==> config.mk <==
export PLATFORM = sky130hd
export DESIGN_NAME = zpwm_div
export DESIGN_NICKNAME = d
export VERILOG_FILES = /design/src/design/zpwm_pkg.sv /design/src/design/zpwm_div.sv
export SDC_FILE = /design/constraint.sdc
export NUM_CORES = 1
export LEC_CHECK = 0
export ABC_AREA = 1
export BUFFER_PORTS_ARGS = -buffer_cell sky130_fd_sc_hd__clkbuf_2
export CORE_MARGIN = 2
export CORE_UTILIZATION = 55
export DETAILED_ROUTE_END_ITERATION = 16
export PLACE_DENSITY = 0.79
export SYNTH_ARGS = -nofsm -noshare
export SYNTH_HDL_FRONTEND = slang
export SYNTH_SLANG_ARGS = --single-unit
==> constraint.sdc <==
create_clock -name clk -period 2.24 [get_ports clk]
set_input_delay 0.448 -clock clk [delete_from_list [all_inputs] [get_ports clk]]
set_output_delay 0.448 -clock clk [all_outputs]
set_load 0.05 [all_outputs]
==> src/design/zpwm_pkg.sv <==
`default_nettype none
package zpwm_pkg;

  localparam int MAX_WIDTH_DEF = 1024;
  localparam int WIN_SIDE      = 5;
  localparam int FW_W          = 11;
  localparam int FH_W          = 13;
  localparam logic [FW_W-1:0] FW_RST = 11'd1024;
  localparam logic [FH_W-1:0] FH_RST = 13'd768;
  localparam int CH            = 3;
  localparam int PIX_W         = 24;
  localparam int SUM_W         = 13;  // 25 * 255 fits
  localparam int CNT_W         = 5;   // up to 25 contributors
  localparam int APB_AW        = 3;
  localparam int APB_DW        = 32;

  // register indexes on the config port
  localparam logic REG_FRAME_WIDTH  = 1'b0;
  localparam logic REG_FRAME_HEIGHT = 1'b1;

  typedef struct packed {
    logic [7:0] blue_in;
    logic [7:0] green_in;
    logic [7:0] red_in;
    logic       flush;
  } in_t;

  typedef struct packed {
    logic [7:0] blue_out;
    logic [7:0] green_out;
    logic [7:0] red_out;
    logic       frame_end;
  } out_t;

  typedef enum logic [2:0] {
    ST_IDLE,
    ST_SETUP,
    ST_READ,
    ST_TAIL,
    ST_DIVS,
    ST_DIVW,
    ST_EMIT
  } state_t;

  typedef logic [CH-1:0][SUM_W-1:0] sums_t;
  typedef logic [CH-1:0][CNT_W-1:0] cnts_t;
  typedef logic [CH-1:0][7:0]       quos_t;

endpackage
`default_nettype wire

==> src/design/zpwm_div.sv <==
`default_nettype none
// Three restoring dividers in lockstep, one quotient bit per cycle.
module zpwm_div (
  input  wire logic            clk,
  input  wire logic            rst_n,
  input  wire logic            start,
  input  wire zpwm_pkg::sums_t num,
  input  wire zpwm_pkg::cnts_t den,
  output logic                 done,
  output zpwm_pkg::quos_t      quo
);

  localparam int SW = zpwm_pkg::SUM_W;
  localparam int CW = zpwm_pkg::CNT_W;
  localparam int KW = $clog2(SW);

  logic                 busy_r, busy_nxt;
  logic [KW-1:0]        cnt_r, cnt_nxt;
  logic                 done_r, done_nxt;
  zpwm_pkg::sums_t      num_r, num_nxt;
  zpwm_pkg::sums_t      q_r, q_nxt;
  zpwm_pkg::cnts_t      den_r, den_nxt;
  zpwm_pkg::cnts_t      rem_r, rem_nxt;
  logic [CW:0]          trial;

  always_comb begin
    busy_nxt = busy_r;
    cnt_nxt  = cnt_r;
    done_nxt = 1'b0;
    num_nxt  = num_r;
    q_nxt    = q_r;
    den_nxt  = den_r;
    rem_nxt  = rem_r;
    trial    = '0;
    if (start) begin
      busy_nxt = 1'b1;
      cnt_nxt  = '0;
      num_nxt  = num;
      den_nxt  = den;
      rem_nxt  = '0;
      q_nxt    = '0;
    end else if (busy_r) begin
      for (int k = 0; k < zpwm_pkg::CH; k++) begin
        trial = {rem_r[k], num_r[k][SW-1]};
        if (trial >= {1'b0, den_r[k]}) begin
          trial = trial - {1'b0, den_r[k]};
          q_nxt[k] = {q_r[k][SW-2:0], 1'b1};
        end else begin
          q_nxt[k] = {q_r[k][SW-2:0], 1'b0};
        end
        rem_nxt[k] = trial[CW-1:0];
        num_nxt[k] = {num_r[k][SW-2:0], 1'b0};
      end
      if (cnt_r == KW'(SW - 1)) begin
        busy_nxt = 1'b0;
        done_nxt = 1'b1;
      end
      cnt_nxt = cnt_r + 1'b1;
    end
  end

  always_ff @(posedge clk) begin
    if (!rst_n) begin
      busy_r <= 1'b0;
      done_r <= 1'b0;
      cnt_r  <= '0;
    end else begin
      busy_r <= busy_nxt;
      done_r <= done_nxt;
      cnt_r  <= cnt_nxt;
    end
  end

  always_ff @(posedge clk) begin
    num_r <= num_nxt;
    q_r   <= q_nxt;
    den_r <= den_nxt;
    rem_r <= rem_nxt;
  end

  assign done = done_r;

  always_comb begin
    for (int k = 0; k < zpwm_pkg::CH; k++) begin
      quo[k] = q_r[k][7:0];
    end
  end

endmodule
`default_nettype wire
Word level (Yosys, flattened, before mapping)
Cells that the tools add are included.
{"block": "classes", "add_sub_neg": 4, "magnitude_cmp": 3, "eq_ne": 1, "n_mux": 12, "bitwise": 2, "reduce_logical": 3}
{"op": "2-to-1 mux 39 bit", "count": 2}
{"op": ">= comparator 6 x 5 -> 1 bit", "count": 3}
{"op": "2-to-1 mux 5 bit", "count": 3}
{"op": "subtractor 5 bit", "count": 3}
{"op": "2-to-1 mux 1 bit", "count": 7}
{"op": "adder 4 x 1 -> 4 bit, second input constant", "count": 1}
{"op": "equality test 4 bit, second input constant", "count": 1}
{"op": "OR reduction 3 bit", "count": 1}
{"op": "NOT 1 bit", "count": 2}
{"op": "nonzero test 2 bit", "count": 1}
{"op": "OR reduction 2 bit", "count": 1}
{"block": "totals", "ff_bits": 99, "in_bits": 57, "output_inout_bits": 25, "elab_cells": 40}

Logic depth before layout (Yosys ltp)
{"block": "logic_depth", "ltp_word": 4, "ltp_mapped": 12, "mapped_depth_nobuf": 12}

Least setup slack after synthesis
Ideal clock, no wire load.
{"block": "synth_path", "path_type": "flip-flop to flip-flop", "from": "reg num_r[12] in the netlist's numbering", "to": "reg rem_r[3] in the netlist's numbering", "setup_ps": 110, "arrival_ps": 1564, "path_slack_ps": 566, "path_stages_with_launch": 13, "path_buffers": 0, "cell_sequence": "edfxtp_1 inv_1 ha_1 inv_1 fa_1 nand3_1 nand2_1 nand2_2 nand2_2 nand3_1 nand3_1 nand2_1 inv_1"}
{"block": "synth_between", "elab_chain_cells": 2}
{"element": "start: declaration", "line": "zpwm_div.sv:20", "source": "zpwm_pkg::sums_t num_r, num_nxt;"}
{"element": "start signal: assignment", "line": "zpwm_div.sv:75", "source": "num_r <= num_nxt;"}
{"element": "subtractor 5 bit / >= comparator 6 x 5 -> 1 bit (equally long branches)", "line": "zpwm_div.sv:46, zpwm_div.sv:45"}
{"element": "2-to-1 mux 5 bit (*)", "line": "zpwm_div.sv:45", "source": "if (trial >= {1'b0, den_r[k]}) begin"}
{"element": "end signal: assignment", "line": "zpwm_div.sv:78", "source": "rem_r <= rem_nxt;"}
{"element": "end: declaration", "line": "zpwm_div.sv:23", "source": "zpwm_pkg::cnts_t rem_r, rem_nxt;"}
Mark *: on every way between the ends. The rest lies on a longest branch, timed or not.
A chain may end at the register's enable or synchronous reset.

Worst setup path in the final report
{"block": "layout_path", "from": "reg num_r[12] in the netlist's numbering", "to": "reg rem_r[0] in the netlist's numbering"}
The elaborated chain is that of the path after synthesis.

==> metrics.md <==
| Metric | Value |
|---|---|
| Final ANT Viol Nets | 0 |
| Row cnt | 32 |
| WL final | 8740 µm |
| Max-slew violation count | 0 |
| Simple-gate share of the synthesized area | 21.5% |
| Average cell area after synthesis | 9.05 µm² |
| CTS Root Cell | clkbuf_8 |
| Detailed Routing Iterations Pass 1 | 4 |
| Worst-path clk slew | 0.09 ns |
| Final hold vios | 0 |
| Initial core utilization | 57.3% |
| Critical path capture point type | flip-flop |
| Antenna violations before repair | 0 |
| Worst VDD drop | 407 µV |
| DRC viols | 0 |
| Num CTS Buffers | 9 |
| Syn Nets | 569 |
| Skew-Pair Late Insertion Delay | 0.37 ns |
| Critical Path Max Stage Delay | 0.40 ns |
| Clk buf depth | 2 |
| Synth unique cells | 32 |
| Fin crit share | 81.8% |
| Critical Path Start Type | flip-flop |
| H-tree levels | 3 |
| Via count | 3466 |
| Flop pwr share | 53.5% |
| Highest clock rate | 546 MHz |
| P_leak | 0.00248 µW |
| Setup repair bufs after CTS | 0 |
| Design area | 5200 µm² |
| Clock skew | 0.00755 ns |
| Setup violators final | 0 |
| Psw | 1050 µW |
| Largest family of logic cells by synthesized area | simple AND/OR/NAND/NOR gates |
| Int Power | 2890 µW |
| # clock sinks | 99 |
| # hold bufs at CTS | 0 |
| Synth Instances | 492 |
| DR vias/cell | 5.08 |
| Slew HR | 61.7% |
| Status | complete, no violations |
| Largest net degree at the start of global routing | 44 |
| Synth Area in XOR/XNOR | 0.590% |
| Switching portion of total power | 26.7% |
| Total grt overflow | 0 |
| Async SR Flop Fraction | 0% |
| Synth top area share | 36.4% |
| Cts repair resizes | 0 |
| Hold Path Class | in2reg |
| Vias in the first global route | 3300 |
| Post-synthesis sequential area ratio | 56.6% |
| Ranking of synthesized cells by area | edfxtp_1, dfxtp_1, nand2_1 |
| DR WL/cell | 12.8 µm |
| Nets@finish | 652 |
| Yosys warnings | 0 |
| Number of antenna diodes | 0 |
| Core Area | 7770 µm² |
| Synthesized area | 4450 µm² |
| Yosys reg bits | 99 |
| First-pass GRT wire length | 14600 µm |
| Synth area leader | edfxtp_1 |
| Area after DPL | 4980 µm² |
| CP arrival | 2.09 ns |
| Tightest Pin Transition | 0.573 ns |
| Post-synth EDFFs | 54 |
| Share of cells above drive strength 1 | 20.7% |
| Combinational share of power | 15.2% |
| Post-Synth Adder-Cell Area | 6.12% |
| DR iter-0 viols | 152 |
| Top fanout value on the critical path | 6 |
| MaxCap Viol Count | 0 |
| WS Path Type | reg2reg |
| Port-buffer cells | 81 |
| CTS tree | done |
| Final hold slack | 0.253 ns |
| Crit path required time | 2.50 ns |
| Die Area | 8830 µm² |
| GPL Wtd Cong | 0.924 |
| RSZ-0062 raised after global routing | false |
| Portion of netlist area occupied by mux cells | 0% |
| Ys flop type | edfxtp_1 |
| Area Growth Syn to Fin | 16.7% |
| Final Critical Period | 1.83 ns |
| Gr usage total | 21.1% |
| I/O pin count | 82 |
| PwrDens | 759 nW/µm² |
| Final setup TNS | 0 ns |
| Final HPWL DP | 6160 µm |
| Slowest stage cell, crit path | edfxtp_1 |
| Die Ht | 94.0 µm |
| Clock power frac | 31.3% |
| Compound-cell area share of the yosys netlist | 7.81% |
| Die Width | 94.0 µm |
| Worst-path cell chain | inv_1, ha_1, inv_1, fa_1, nand3_1, nand2_1, nand2_2, nand2_2, o211ai_1, nand2_1 |
metrics by stage:
stage          cells  power, µW  utilization, %  setup slack, ns
6_report         682       3950            66.9            0.409
5_1_grt          682       4140            66.9            0.223
4_1_cts          682       3980            66.9            0.408
3_5_place_dp     666       2750            64.1            0.425
3_3_place_gp     666       2730            64.1            0.495
2_1_floorplan    492       2570               -            0.566
critical path, delay by kind of cell, from the launching register on:
kind,cells,cell delay [ns]
compound gates,1,0.17
fa+ha+maj,2,0.53
buf+inv,2,0.14
flops,1,0.40
simple gates,5,0.49
cells in the mapped netlist, types with 2 or more instances:
| master | number |
|---|---|
| o21ai_1 | 8 |
| o211ai_1 | 4 |
| xor2_1 | 2 |
| nand4_1 | 5 |
| edfxtp_1 | 54 |
| o22ai_1 | 18 |
| nand2_2 | 5 |
| nand2_1 | 163 |
| nor3_1 | 3 |
| o21ai_0 | 7 |
| nor2_2 | 3 |
| fa_1 | 3 |
| ha_1 | 17 |
| nand3b_1 | 2 |
| inv_1 | 63 |
| nand3_1 | 23 |
| a21oi_1 | 17 |
| buf_2 | 14 |
| dfxtp_1 | 45 |
| clkbuf_1 | 3 |
| nor2_1 | 22 |
power groups by stage:
stage                     registers, µW  logic [µW]  clock network (µW)
final                              2110         601                1230
after global placement             2150         575                   0
after global routing               2130         679                1330
after floorplan                    2160         402                   0
after detailed placement           2150         596                   0
after CTS                          2110         601                1260
state kept, by name, indices dropped and copies added (netlist names):
| register | count |
|---|---|
| cnt_r | 4 |
| num_r | 39 |
| den_r | 15 |
| rem_r | 15 |
| quo | 24 |
| busy_r | 1 |
| done | 1 |
path summary, 6_finish.rpt:
kind,depth (start not counted),end,startpoint,slack [ns]
hold / removal,1,den_r[0],den[0],0.25
setup reg to reg,10,rem_r[0],num_r[12],0.41
hold reg to reg,2,quo[23],quo[23],0.46
setup / recovery,10,rem_r[0],num_r[12],0.41
cells in the final DEF (no fill, tap or decap), types with 2 or more instances in the layout:
cell type    n
dfxtp_1     45
inv_1       62
ha_1        17
nand2_1    163
nand3_1     23
fa_1         3
edfxtp_1    54
xor2_1       2
clkbuf_2    81
inv_2        2
a21oi_1     17
nor3_1       3
nor2_1      22
o21ai_0      7
o21ai_1      8
o211ai_1     4
clkbuf_8    10
nand3b_1     2
nor2_2       3
nand4_1      5
nand2_2      5
buf_4        8
o22ai_1     18
per-layer routing:
| layer | wire [µm] | up-vias | share of wire [%] | track usage, % |
|---|---|---|---|---|
| li1 | - | 1768 | - | - |
| met1 | 3840 | 1603 | 44 | 26.5 |
| met2 | 4250 | 87 | 49 | 35.8 |
| met3 | 571 | 8 | 6.5 | 6.10 |
| met4 | 84 | 0 | 0.96 | 5.43 |
| met5 | 0 | - | 0 | 0 |
kinds of logic after synthesis:
family	count (synthesis)
simple gates	229
compound gates	59
xor+xnor	3
flops	99
fa+ha+maj	20
buf+inv	82
layout make-up:
class                      count  area (µm²)
fill                         637        2570
sequential                    99        2520
multi-input combinational    311        1600
timing repair buffer          90         485
inverter                      64         240
clock buffer                  11         163
tap                          102         128
clock inverter                 5        57.6
(Power assumes the default switching activity.)
